**src/rtl/assert_macros.svh**
```systemverilog
// ---------------------------------------------------------------------------
// Assertion macros
// Shared concurrent assertion forms for the box blur RTL.
// ---------------------------------------------------------------------------
`ifndef ASSERT_MACROS_SVH
`define ASSERT_MACROS_SVH

// Same-cycle implication, off while reset is asserted.
`define BB3_ASSERT_NOW(label, clk, rst_n, ante, cons, msg) \
	label: assert property (@(posedge clk) disable iff (!(rst_n)) (ante) |-> (cons)) \
		else $error(msg);

// Next-cycle implication, off while reset is asserted.
`define BB3_ASSERT_NEXT(label, clk, rst_n, ante, cons, msg) \
	label: assert property (@(posedge clk) disable iff (!(rst_n)) (ante) |=> (cons)) \
		else $error(msg);

`endif

```
**src/rtl/bb3_pkg.sv**
```systemverilog
// ---------------------------------------------------------------------------
// bb3_pkg
// Types, sizes and helper functions shared by the box blur modules.
// ---------------------------------------------------------------------------
package bb3_pkg;

	localparam int MAX_WIDTH  = 1024;
	localparam int MAX_HEIGHT = 4096;

	localparam int COL_W     = $clog2(MAX_WIDTH);
	localparam int WIDTH_W   = 11;
	localparam int HEIGHT_W  = 13;
	localparam int OUT_ROW_W = 12;
	localparam int IN_ROW_W  = 13;

	localparam int CHAN_W    = 8;
	localparam int CHANNELS  = 4;
	localparam int PIX_W     = CHAN_W * CHANNELS;
	localparam int LINE_W    = 2 * PIX_W;
	localparam int WIN_SIZE  = 9;

	localparam int SUM_W     = 12;
	localparam int CNT_W     = 4;
	localparam int RECIP_W   = 17;
	localparam int RECIP_SH  = 16;
	localparam int PROD_W    = SUM_W + RECIP_W;

	localparam int APB_DATA_W = 32;
	localparam int PADDR_W    = 3;
	localparam int REG_SEL_BIT = 2;

	// register index codes
	localparam logic REG_IMAGE_WIDTH  = 1'b0;
	localparam logic REG_IMAGE_HEIGHT = 1'b1;

	localparam logic [WIDTH_W-1:0]  WIDTH_RESET  = WIDTH_W'(1024);
	localparam logic [HEIGHT_W-1:0] HEIGHT_RESET = HEIGHT_W'(1);

	typedef logic [PIX_W-1:0] pixel_t;
	typedef pixel_t [WIN_SIZE-1:0] window_t;
	typedef logic [CHANNELS-1:0][CHAN_W-1:0] chan_vec_t;

	typedef struct packed {
		logic [CHAN_W-1:0] in_red;
		logic [CHAN_W-1:0] in_green;
		logic [CHAN_W-1:0] in_blue;
		logic [CHAN_W-1:0] in_alpha;
		logic              drain;
	} pix_beat_t;

	typedef struct packed {
		logic [CHAN_W-1:0] out_red;
		logic [CHAN_W-1:0] out_green;
		logic [CHAN_W-1:0] out_blue;
		logic [CHAN_W-1:0] out_alpha;
		logic              frame_end;
	} res_beat_t;

	typedef struct packed {
		logic [WIDTH_W-1:0]  width;
		logic [HEIGHT_W-1:0] height;
		logic                restart;
	} cfg_t;

	// which border rows and columns of the window lie inside the frame
	typedef struct packed {
		logic row_top;
		logic row_bot;
		logic col_left;
		logic col_right;
	} win_mask_t;

	// ceil(2^16 / n): exact floor division for sums up to 9*255
	function automatic logic [RECIP_W-1:0] recip_of(input logic [CNT_W-1:0] cnt);
		logic [RECIP_W-1:0] r;
		case (cnt)
			4'd2:    r = RECIP_W'(32768);
			4'd3:    r = RECIP_W'(21846);
			4'd4:    r = RECIP_W'(16384);
			4'd6:    r = RECIP_W'(10923);
			4'd9:    r = RECIP_W'(7282);
			default: r = RECIP_W'(65536);
		endcase
		return r;
	endfunction

endpackage

```
**src/rtl/bb3_avg.sv**
```systemverilog
// ---------------------------------------------------------------------------
// bb3_avg
// Masked 3x3 channel sums, then floor division by a reciprocal multiply.
// ---------------------------------------------------------------------------
module bb3_avg (
	input  logic                clk,
	input  logic                load,
	input  bb3_pkg::window_t    win,
	input  bb3_pkg::win_mask_t  mask,
	output bb3_pkg::chan_vec_t  avg
);
	import bb3_pkg::*;

	logic [2:0][SUM_W-1:0]          row_sum;
	logic [CHANNELS-1:0][SUM_W-1:0] sum_c;
	logic [1:0]                     n_rows;
	logic [1:0]                     n_cols;
	logic [CNT_W-1:0]               cnt;
	logic [CHANNELS-1:0][SUM_W-1:0] sum_s1;
	logic [RECIP_W-1:0]             recip_s1;
	logic [CHANNELS-1:0][PROD_W-1:0] prod;

	always_comb begin
		row_sum = '0;
		sum_c   = '0;
		for (int k = 0; k < CHANNELS; k++) begin
			for (int r = 0; r < 3; r++) begin
				row_sum[r] = SUM_W'(win[3*r+1][CHAN_W*k +: CHAN_W]);
				if (mask.col_left) begin
					row_sum[r] = row_sum[r] + SUM_W'(win[3*r][CHAN_W*k +: CHAN_W]);
				end
				if (mask.col_right) begin
					row_sum[r] = row_sum[r] + SUM_W'(win[3*r+2][CHAN_W*k +: CHAN_W]);
				end
			end
			sum_c[k] = row_sum[1];
			if (mask.row_top) begin
				sum_c[k] = sum_c[k] + row_sum[0];
			end
			if (mask.row_bot) begin
				sum_c[k] = sum_c[k] + row_sum[2];
			end
		end
	end

	assign n_rows = 2'd1 + 2'(mask.row_top) + 2'(mask.row_bot);
	assign n_cols = 2'd1 + 2'(mask.col_left) + 2'(mask.col_right);
	assign cnt    = CNT_W'(n_rows) * CNT_W'(n_cols);

	always_ff @(posedge clk) begin
		if (load) begin
			sum_s1   <= sum_c;
			recip_s1 <= recip_of(cnt);
		end
	end

	always_comb begin
		for (int k = 0; k < CHANNELS; k++) begin
			prod[k] = PROD_W'(sum_s1[k]) * PROD_W'(recip_s1);
			avg[k]  = prod[k][RECIP_SH +: CHAN_W];
		end
	end

endmodule

```
**config.mk**
```make
export PLATFORM = sky130hd
export DESIGN_NAME = bb3_avg
export DESIGN_NICKNAME = d
export VERILOG_FILES = /design/src/rtl/assert_macros.svh /design/src/rtl/bb3_pkg.sv /design/src/rtl/bb3_avg.sv
export SDC_FILE = /design/constraint.sdc
export NUM_CORES = 2
export LEC_CHECK = 0
export BUFFER_PORTS_ARGS = -buffer_cell sky130_fd_sc_hd__buf_2
export CAP_MARGIN = 20
export CORE_AREA = 2 2 325 198
export DETAILED_ROUTE_END_ITERATION = 10
export DIE_AREA = 0 0 327 200
export PLACE_DENSITY = 0.77
export SLEW_MARGIN = 20
export SYNTH_ARGS = -nofsm -noshare
export SYNTH_HDL_FRONTEND = slang
export SYNTH_SLANG_ARGS = --single-unit
export TNS_END_PERCENT = 50
```
**constraint.sdc**
```tcl
create_clock -name clk -period 20.8 [get_ports clk]
set_input_delay 4.16 -clock clk [delete_from_list [all_inputs] [get_ports clk]]
set_output_delay 4.16 -clock clk [all_outputs]
set_load 0.005 [all_outputs]
```
==> results by group <==
Routing
  – Via-to-Cell Ratio: approximately 5.6
  – Starting DRT DRC Count: 2383
  – Final wirelength: roughly 95000 um
  – Met1 WL: about 45000 um
  – WL met3: roughly 11000 um
  – 1st-pass router iterations: 6
  – Residual DRC: 0
  – Post-route antenna net violation count: 0
  – Wire length per cell: between 15 and 20 um
  – Uppermost layer routed: met5
  – Vias: 26700
  – Wire length on met2: 37400 um

Die
  – Horiz. Die Dim: roughly 330 um
  – Initial Util: 52.7%
  – Cell row count: 71
  – Core area: 62300 um^2
  – Die area: 65400 um^2
  – Die span in y: around 200 um
  – IO Pins: roughly 330

Clock network
  – TritonCTS buffer count: 5
  – Clk sinks: 56
  – CTS tree: built
  – CTS clk-pin slew, worst paths: 0.08 ns
  – Resized Gates After CTS: 0
  – Longest Clk Path Bufs: 2
  – Post-CTS Setup Bufs: 0
  – Htree depth: 2
  – Root Driver: clkbuf_16
  – CTS Hold Buffers Added: 0

Worst setup path
  – CP endpoint kind: output port
  – Startpoint Class: flop
  – WP data required: 16.64 ns
  – CP Class: reg2out
  – WP data arrival: 6.81 ns
  – Max FO, Critical Path: 26

Worst hold path
  – Worst hold path type: in2reg

Timing
  – Worst slew margin: between 10% and 20%
  – Fin. Hold Viols: 0
  – Max Clock Freq: approximately 0.091 GHz
  – Final slew viol count: 0
  – Crit path time final: 10.97 ns
  – Final hold slack: 4.51 ns
  – Endpoints failing setup: 0
  – Least-Margin Pin Slew: 1.18 ns
  – Tcrit/Tclk final: 52.8%
  – RSZ-0062 raised after global routing: no
  – Setup tns final: 0 ns

Logic synthesis
  – Post-Synth Adder-Cell Area: 49.6%
  – Post-synth top area share: about 32%
  – Main combinational cell family by area after synthesis: adder cells
  – Ranking of synthesized cells by area: fa_1 32%, ha_1 17%, inv_1 7.9%
  – Mux cell area share after synthesis: 4.94%
  – Synth Area in Compound Gates: 13.0%
  – Post-Syn Nets: between 4000 and 5000
  – Avg Cell Area, Syn: 8.95 um^2
  – Netlist cell types: 70
  – Top_reg_cell synth: edfxtp_1
  – Synthesized flop and latch total: 56
  – EDFF count, synth: 56
  – Yosys warns: 0
  – Synth area leader: fa_1
  – Sequential-to-total area share from yosys stat: 5.12%
  – XOR/XNOR share of the synthesized area: 6.59%
  – Post-synthesis cell area: roughly 33000 um^2
  – Async set-reset flop share out of synthesis: 0%
  – Post-Synth Simple-Gate Area: a little under an eighth
  – Post-Synthesis Cells: 3667

Place
  – Port Buffers: 325
  – Hpwl dp: about 83000 um
  – RePlAce Congestion: 1.02

Finish
  – Commonest non-fill, non-tap cell in the layout: inv_1
  – Most frequent cells in the layout: 692 x inv_1, 532 x fa_1, 449 x ha_1
  – # nets final: 5202
  – Area occupied by multi-input gates: 28200 um^2
  – Fill cell count: 5485
  – Area Growth Syn to Fin: 8.09%
  – Sequential cell area: 1680 um^2
  – Layout Utilization: 57.0%
  – Share of cells above drive strength 1: 12.9%

Run status
  – Outcome: finished clean

Global route
  – Vias in the first global route: between 20000 and 30000
  – First-pass GRT wire length: 152000 um
  – Antenna violations before repair: 10
  – GRT Util Overall: 29.9%
  – GR Overflow Total: 0
  – Largest net degree at the start of global routing: 78

Run
  – Max-cap violation count: 0
[state kept, by name (all words and copies together) (netlist names)]
| register | cells |
|---|---|
| recip_s1 | 8 |
| sum_s1 | 48 |
[stage by stage]
stage	worst slack (ns)	instances	cell area (um^2)
2_1_floorplan	11.16	3667	32800
5_1_grt	9.54	4769	35500
6_report	9.83	4777	35500
3_5_place_dp	10.26	4758	35300
4_1_cts	9.90	4766	35400
3_3_place_gp	10.33	4758	35300
[metal layers]
metal  global-route usage (%)  vias up
li1                         -    12500
met1                     45.2    12900
met2                     42.9     1219
met3                     9.06       73
met4                     3.53        2
met5                        0        -
[area by class of cell]
cell class / instances / share of cell area (%)
inverters: 696 / 7.37
flip-flops and latches: 56 / 4.74
multi-input cells: 2826 / 79.4
clock inverters: 3 / 0.141
repair buffers: 342 / 4.95
clock buffers: 5 / 0.353
diodes: 10 / 0.0705
well taps: 839 / 2.96
[cells in the mapped netlist (14+ instances only)]
library cell	number
inv_1	692
fa_1	532
ha_1	449
nand2_1	259
and2_1	219
a21oi_1	218
xnor2_1	170
nor2_1	140
mux2_2	135
o21ai_0	132
a21o_1	88
xor2_1	77
clkbuf_1	66
o21bai_1	58
edfxtp_1	56
nor3_1	41
o21a_1	41
nor2b_1	28
a211oi_1	19
o21ai_1	19
a21boi_0	14
a31oi_1	14
buf_2	14
[worst paths after layout]
kind,startpoint,to,slack (ns),cells past startpoint
setup / recovery,recip_s1[13],avg[6],9.83,20
hold / removal,win[151],sum_s1[31],4.51,4
[logic make-up after synthesis]
kind of cell    after synthesis
flops                        56
simple gates                771
xor+xnor                    247
buf+inv                     785
fa+ha+maj                   981
mux                         145
compound gates              682
[worst max-delay path, stage by stage, from the launching register on]
cell and delay, ns:
edfxtp_1 0.94, buf_4 0.44, nand2_1 0.15, inv_1 0.19
fa_1 0.47, fa_1 0.51, inv_1 0.06, fa_1 0.45
fa_1 0.52, inv_1 0.05, fa_1 0.39, ha_1 0.33
a21o_1 0.17, a2111oi_1 0.49, nand2_1 0.10, o211ai_1 0.27
a21oi_1 0.19, a211o_1 0.32, a21oi_1 0.18, xnor2_1 0.13
buf_2 0.13
Power is not shown: default switching activity piles up to over one toggle a cycle in this logic, so the estimate is an artifact.
