$ cat config.mk
export PLATFORM = sky130hd
export DESIGN_NAME = bb3_cfg
export DESIGN_NICKNAME = d
export VERILOG_FILES = /design/src/rtl/assert_macros.svh /design/src/rtl/bb3_pkg.sv /design/src/rtl/bb3_cfg.sv
export SDC_FILE = /design/constraint.sdc
export NUM_CORES = 1
export LEC_CHECK = 0
export ABC_AREA = 1
export BUFFER_PORTS_ARGS = -buffer_cell sky130_fd_sc_hd__buf_2
export CORE_UTILIZATION = 40
export CTS_CLUSTER_SIZE = 30
export DETAILED_ROUTE_END_ITERATION = 8
export PLACE_DENSITY = 0.78
export RECOVER_POWER = 100
export REMOVE_ABC_BUFFERS = 1
export SETUP_SLACK_MARGIN = 0.4
export SYNTH_ARGS = -nofsm -noshare
export SYNTH_HDL_FRONTEND = slang
export SYNTH_SLANG_ARGS = --single-unit
$ cat constraint.sdc
create_clock -name clk -period 2.6 [get_ports clk]
set_input_delay 0.52 -clock clk [delete_from_list [all_inputs] [get_ports clk]]
set_output_delay 0.52 -clock clk [all_outputs]
set_load 0.05 [all_outputs]
$ cat src/rtl/assert_macros.svh
// ---------------------------------------------------------------------------
// Assertion macros
// Shared concurrent assertion forms for the box blur RTL.
// ---------------------------------------------------------------------------
`ifndef ASSERT_MACROS_SVH
`define ASSERT_MACROS_SVH

// Same-cycle implication, off while reset is asserted.
`define BB3_ASSERT_NOW(label, clk, rst_n, ante, cons, msg) \
	label: assert property (@(posedge clk) disable iff (!(rst_n)) (ante) |-> (cons)) \
		else $error(msg);

// Next-cycle implication, off while reset is asserted.
`define BB3_ASSERT_NEXT(label, clk, rst_n, ante, cons, msg) \
	label: assert property (@(posedge clk) disable iff (!(rst_n)) (ante) |=> (cons)) \
		else $error(msg);

`endif

$ cat src/rtl/bb3_pkg.sv
// ---------------------------------------------------------------------------
// bb3_pkg
// Types, sizes and helper functions shared by the box blur modules.
// ---------------------------------------------------------------------------
package bb3_pkg;

	localparam int MAX_WIDTH  = 1024;
	localparam int MAX_HEIGHT = 4096;

	localparam int COL_W     = $clog2(MAX_WIDTH);
	localparam int WIDTH_W   = 11;
	localparam int HEIGHT_W  = 13;
	localparam int OUT_ROW_W = 12;
	localparam int IN_ROW_W  = 13;

	localparam int CHAN_W    = 8;
	localparam int CHANNELS  = 4;
	localparam int PIX_W     = CHAN_W * CHANNELS;
	localparam int LINE_W    = 2 * PIX_W;
	localparam int WIN_SIZE  = 9;

	localparam int SUM_W     = 12;
	localparam int CNT_W     = 4;
	localparam int RECIP_W   = 17;
	localparam int RECIP_SH  = 16;
	localparam int PROD_W    = SUM_W + RECIP_W;

	localparam int APB_DATA_W = 32;
	localparam int PADDR_W    = 3;
	localparam int REG_SEL_BIT = 2;

	// register index codes
	localparam logic REG_IMAGE_WIDTH  = 1'b0;
	localparam logic REG_IMAGE_HEIGHT = 1'b1;

	localparam logic [WIDTH_W-1:0]  WIDTH_RESET  = WIDTH_W'(1024);
	localparam logic [HEIGHT_W-1:0] HEIGHT_RESET = HEIGHT_W'(1);

	typedef logic [PIX_W-1:0] pixel_t;
	typedef pixel_t [WIN_SIZE-1:0] window_t;
	typedef logic [CHANNELS-1:0][CHAN_W-1:0] chan_vec_t;

	typedef struct packed {
		logic [CHAN_W-1:0] in_red;
		logic [CHAN_W-1:0] in_green;
		logic [CHAN_W-1:0] in_blue;
		logic [CHAN_W-1:0] in_alpha;
		logic              drain;
	} pix_beat_t;

	typedef struct packed {
		logic [CHAN_W-1:0] out_red;
		logic [CHAN_W-1:0] out_green;
		logic [CHAN_W-1:0] out_blue;
		logic [CHAN_W-1:0] out_alpha;
		logic              frame_end;
	} res_beat_t;

	typedef struct packed {
		logic [WIDTH_W-1:0]  width;
		logic [HEIGHT_W-1:0] height;
		logic                restart;
	} cfg_t;

	// which border rows and columns of the window lie inside the frame
	typedef struct packed {
		logic row_top;
		logic row_bot;
		logic col_left;
		logic col_right;
	} win_mask_t;

	// ceil(2^16 / n): exact floor division for sums up to 9*255
	function automatic logic [RECIP_W-1:0] recip_of(input logic [CNT_W-1:0] cnt);
		logic [RECIP_W-1:0] r;
		case (cnt)
			4'd2:    r = RECIP_W'(32768);
			4'd3:    r = RECIP_W'(21846);
			4'd4:    r = RECIP_W'(16384);
			4'd6:    r = RECIP_W'(10923);
			4'd9:    r = RECIP_W'(7282);
			default: r = RECIP_W'(65536);
		endcase
		return r;
	endfunction

endpackage

$ cat src/rtl/bb3_cfg.sv
// ---------------------------------------------------------------------------
// bb3_cfg
// APB register file for frame width and height, with range clamping.
// ---------------------------------------------------------------------------
module bb3_cfg (
	input  logic                           clk,
	input  logic                           arst_n,
	input  logic                           psel,
	input  logic                           penable,
	input  logic                           pwrite,
	input  logic [bb3_pkg::PADDR_W-1:0]    paddr,
	input  logic [bb3_pkg::APB_DATA_W-1:0] pwdata,
	output logic [bb3_pkg::APB_DATA_W-1:0] prdata,
	output logic                           pready,
	output bb3_pkg::cfg_t                  cfg
);
	import bb3_pkg::*;

	logic                wr;
	logic [WIDTH_W-1:0]  width_q;
	logic [HEIGHT_W-1:0] height_q;
	logic [WIDTH_W-1:0]  width_in;
	logic [HEIGHT_W-1:0] height_in;
	logic [WIDTH_W-1:0]  width_clamped;
	logic [HEIGHT_W-1:0] height_clamped;

	assign pready    = 1'b1;
	assign wr        = psel && penable && pwrite;
	assign width_in  = pwdata[WIDTH_W-1:0];
	assign height_in = pwdata[HEIGHT_W-1:0];

	always_comb begin
		if (width_in == '0) begin
			width_clamped = WIDTH_W'(1);
		end else if (width_in > WIDTH_W'(MAX_WIDTH)) begin
			width_clamped = WIDTH_W'(MAX_WIDTH);
		end else begin
			width_clamped = width_in;
		end
		if (height_in == '0) begin
			height_clamped = HEIGHT_W'(1);
		end else if (height_in > HEIGHT_W'(MAX_HEIGHT)) begin
			height_clamped = HEIGHT_W'(MAX_HEIGHT);
		end else begin
			height_clamped = height_in;
		end
	end

	always_ff @(posedge clk or negedge arst_n) begin
		if (!arst_n) begin
			width_q   <= WIDTH_RESET;
			height_q  <= HEIGHT_RESET;
		end else begin
			if (wr) begin
				case (paddr[REG_SEL_BIT])
					REG_IMAGE_WIDTH:  width_q  <= width_clamped;
					REG_IMAGE_HEIGHT: height_q <= height_clamped;
					default: ;
				endcase
			end
		end
	end

	always_comb begin
		case (paddr[REG_SEL_BIT])
			REG_IMAGE_WIDTH:  prdata = APB_DATA_W'(width_q);
			REG_IMAGE_HEIGHT: prdata = APB_DATA_W'(height_q);
			default:          prdata = '0;
		endcase
	end

	// restart acts at the write edge itself, together with the new value
	assign cfg.width   = width_q;
	assign cfg.height  = height_q;
	assign cfg.restart = wr;

endmodule

==> run summary <==
main combinational cell family by area after synthesis - simple AND/OR/NAND/NOR gates
port bufs - 56
Final nets - 280
FP Rows - 21
power per cell area - 777 mW/mm²
pre-CTS setup slack - 0.668 ns
Final setup viols - 0
Ant. Diodes - 0
Post-DP HPWL - 2.24 mm
critical path required time - 2.85 ns
crit start category - primary input
mux cell area share after synthesis - 0%
fmax - 0.470 GHz
fin cells - 285
Max rail drop VDD - 0.000265 V
Synth cell types - 22
post-synthesis compound-gate area fraction - 3.38%
cts bufs inserted - 3
global-route wire length before repair - 4.86 mm
worst slew pin tran - 1.27 ns
FF+latch count, synth - 24
RR Startpoint - height_q[0]
Synth Area in Simple Gates - 36.0%
post-cts repair resize count - 0
routed len/inst - 11.0 µm
number of fill cells - 388
Min Hold Slack - 0.448 ns
Final WS setup - 0.474 ns
min Tclk post-route - 2.13 ns
Max-slew headroom - 15.3%
clk sinks - 24
synthesized area per cell - 7.52 µm²
Post-DRT Antenna Nets - 0
drt drc - 0
Leak - 0.873 nW
Cell Area, Synth - 0.00141 mm²
Root Buffer - clkbuf_4
Placer Congestion - 0.749
max cap viols - 0
TritonCTS clock tree - built
core region area - 0.00336 mm²
Setup Crit Path Kind - in2reg
total global routing overflow - 0
area grow syn2layout - 12.3%
Total Power - 1.23 mW
vias in the first global route - 1030
vias per std cell - 4.41
area share of fa/ha/maj cells after synthesis - 0%
Critical R2R Capture - height_q[0]
IO Count - 98
RSZ-0062 raised after global routing - no
CTS H-tree lvls - 1
antenna violations before repair - 0
largest net degree at the start of global routing - 25
Hold Buf Count CTS - 0
area taken by multi-input logic gates - 612 µm²
Slew Viols, Final - 0
layout cells sized above 1 - 13.4%
Setup Fix Bufs, Post-CTS - 0
status - completed
R2R Setup Slk - 1.85 ns
Max clock buf depth - 2
Die H - 61.3 µm
Die W - 61.3 µm
crit path capture type - flip-flop
Die Area - 0.00376 mm²
drt total wl - 3.14 mm
Initial Utilization - 41.8%
vias - 1257
Synth Area in XOR/XNOR - 0%
final worst-path cycle share - 81.8%
clk_lat worst skew - 0.30 ns
Synth Warn # - 0
FF-to-FF path depth - 2
register area - 603 µm²
placed cells - 281
worst-path fanout max - 17
Worst EP arrival - 2.38 ns
Min-Delay Path Class - in2async
Synth Instances - 187
endpoints failing hold - 0
DRT Pass-1 Iters - 4
clk slew on worst S/H paths - 0.13 ns
initial drt markers - 38
Tot GR Track Use - 18.1%
clk_skew - 0 ns
sequential-to-total area share from yosys stat - 42.9%
TNS Setup - 0 ns
==> layer usage <==
layer,vias up,part of all wire [%],global-route usage (%)
met1,567,47,24.8
met4,0,0.45,5.84
li1,641,-,-
met3,2,5.2,2.52
met5,-,0,0
met2,47,48,29.7
==> cell families (layout without fill, tap and decap cells) <==
group / count (synthesis) / in the layout
AND/OR/NAND/NOR: 116 / 116
buffers and inverters: 39 / 73
flip-flops: 24 / 24
AO/OA/AOI/OAI: 6 / 6
other: 2 / 20
==> how the worst max path moves through the flow <==
stage | endpoint | cells after the start | from | slack [ns]
final | width_q[10] | 5 | paddr[2] | 0.47
after global routing | height_q[12] | 6 | paddr[2] | 0.37
after CTS | prdata[0] | 5 | paddr[2] | 0.66
after detailed placement | prdata[10] | 5 | paddr[2] | 0.67
after global placement | prdata[0] | 5 | paddr[2] | 0.66
after floorplan | prdata[8] | 2 | width_q[8] | 0.24
==> layout make-up <==
class / count / area share, %
flip-flops and latches: 24 / 38.2
well taps: 46 / 3.65
multi-input cells: 142 / 38.7
inverters: 13 / 3.09
repair buffers: 56 / 14.7
clock buffers: 4 / 1.66
==> sequential cells by signal, summed over array words and instances, names as in the netlist <==
register and flops:
width_q 11, height_q 13
==> synthesized netlist by cell type <==
master    count  area, µm²
nor2_4        2       22.5
nand2_4       1       11.3
nand2_2       2       12.5
dfrtp_1      22        551
dfstp_2       2       52.6
inv_1        10       37.5
o22ai_2       2       25.0
nand2_1      80        300
nor2_2        2       12.5
conb_1        2       7.51
nor2_1        6       22.5
o21a_1        1       7.51
or2_1         1       6.26
inv_2         3       11.3
or2_4         1       8.76
buf_6         1       11.3
buf_4        23        173
clkbuf_1      1       3.75
o21ai_0       3       15.0
nand3_2       1       10.0
buf_2         1       5.00
nand3_1      20        100
==> where the power goes <==
part           internal [mW]  switching, mW  total (mW)
Combinational         0.0897          0.491       0.581
Clock                 0.0598          0.108       0.167
Sequential             0.434         0.0450       0.479
==> worst max-delay path, cell delays in order <==
cell    delay [ns]
buf_2         0.22
nor2_1        0.74
inv_1         0.38
or2_0         0.37
o21a_1        0.14
==> layout by cell type, fill, tap and decap left out <==
| cell type | instances |
|---|---|
| o21ai_0 | 3 |
| inv_1 | 11 |
| or2_0 | 1 |
| clkbuf_1 | 40 |
| o21a_1 | 1 |
| nor2_2 | 2 |
| nand3_2 | 1 |
| dfrtp_1 | 22 |
| or2_1 | 1 |
| conb_1 | 20 |
| nand2_1 | 80 |
| clkbuf_4 | 3 |
| o22ai_2 | 2 |
| nand3_1 | 20 |
| buf_2 | 17 |
| nand2_2 | 2 |
| dfstp_2 | 2 |
| nor2_1 | 8 |
| nand2_4 | 1 |
| inv_2 | 2 |
==> through the flow <==
stage	utilization, %	instance area (µm²)
after floorplan	-	1280
after global placement	48.1	1620
after detailed placement	48.1	1620
after CTS	48.9	1650
after global routing	46.9	1580
final	46.9	1580
No activity file was read; power rests on OpenSTA's default activity.
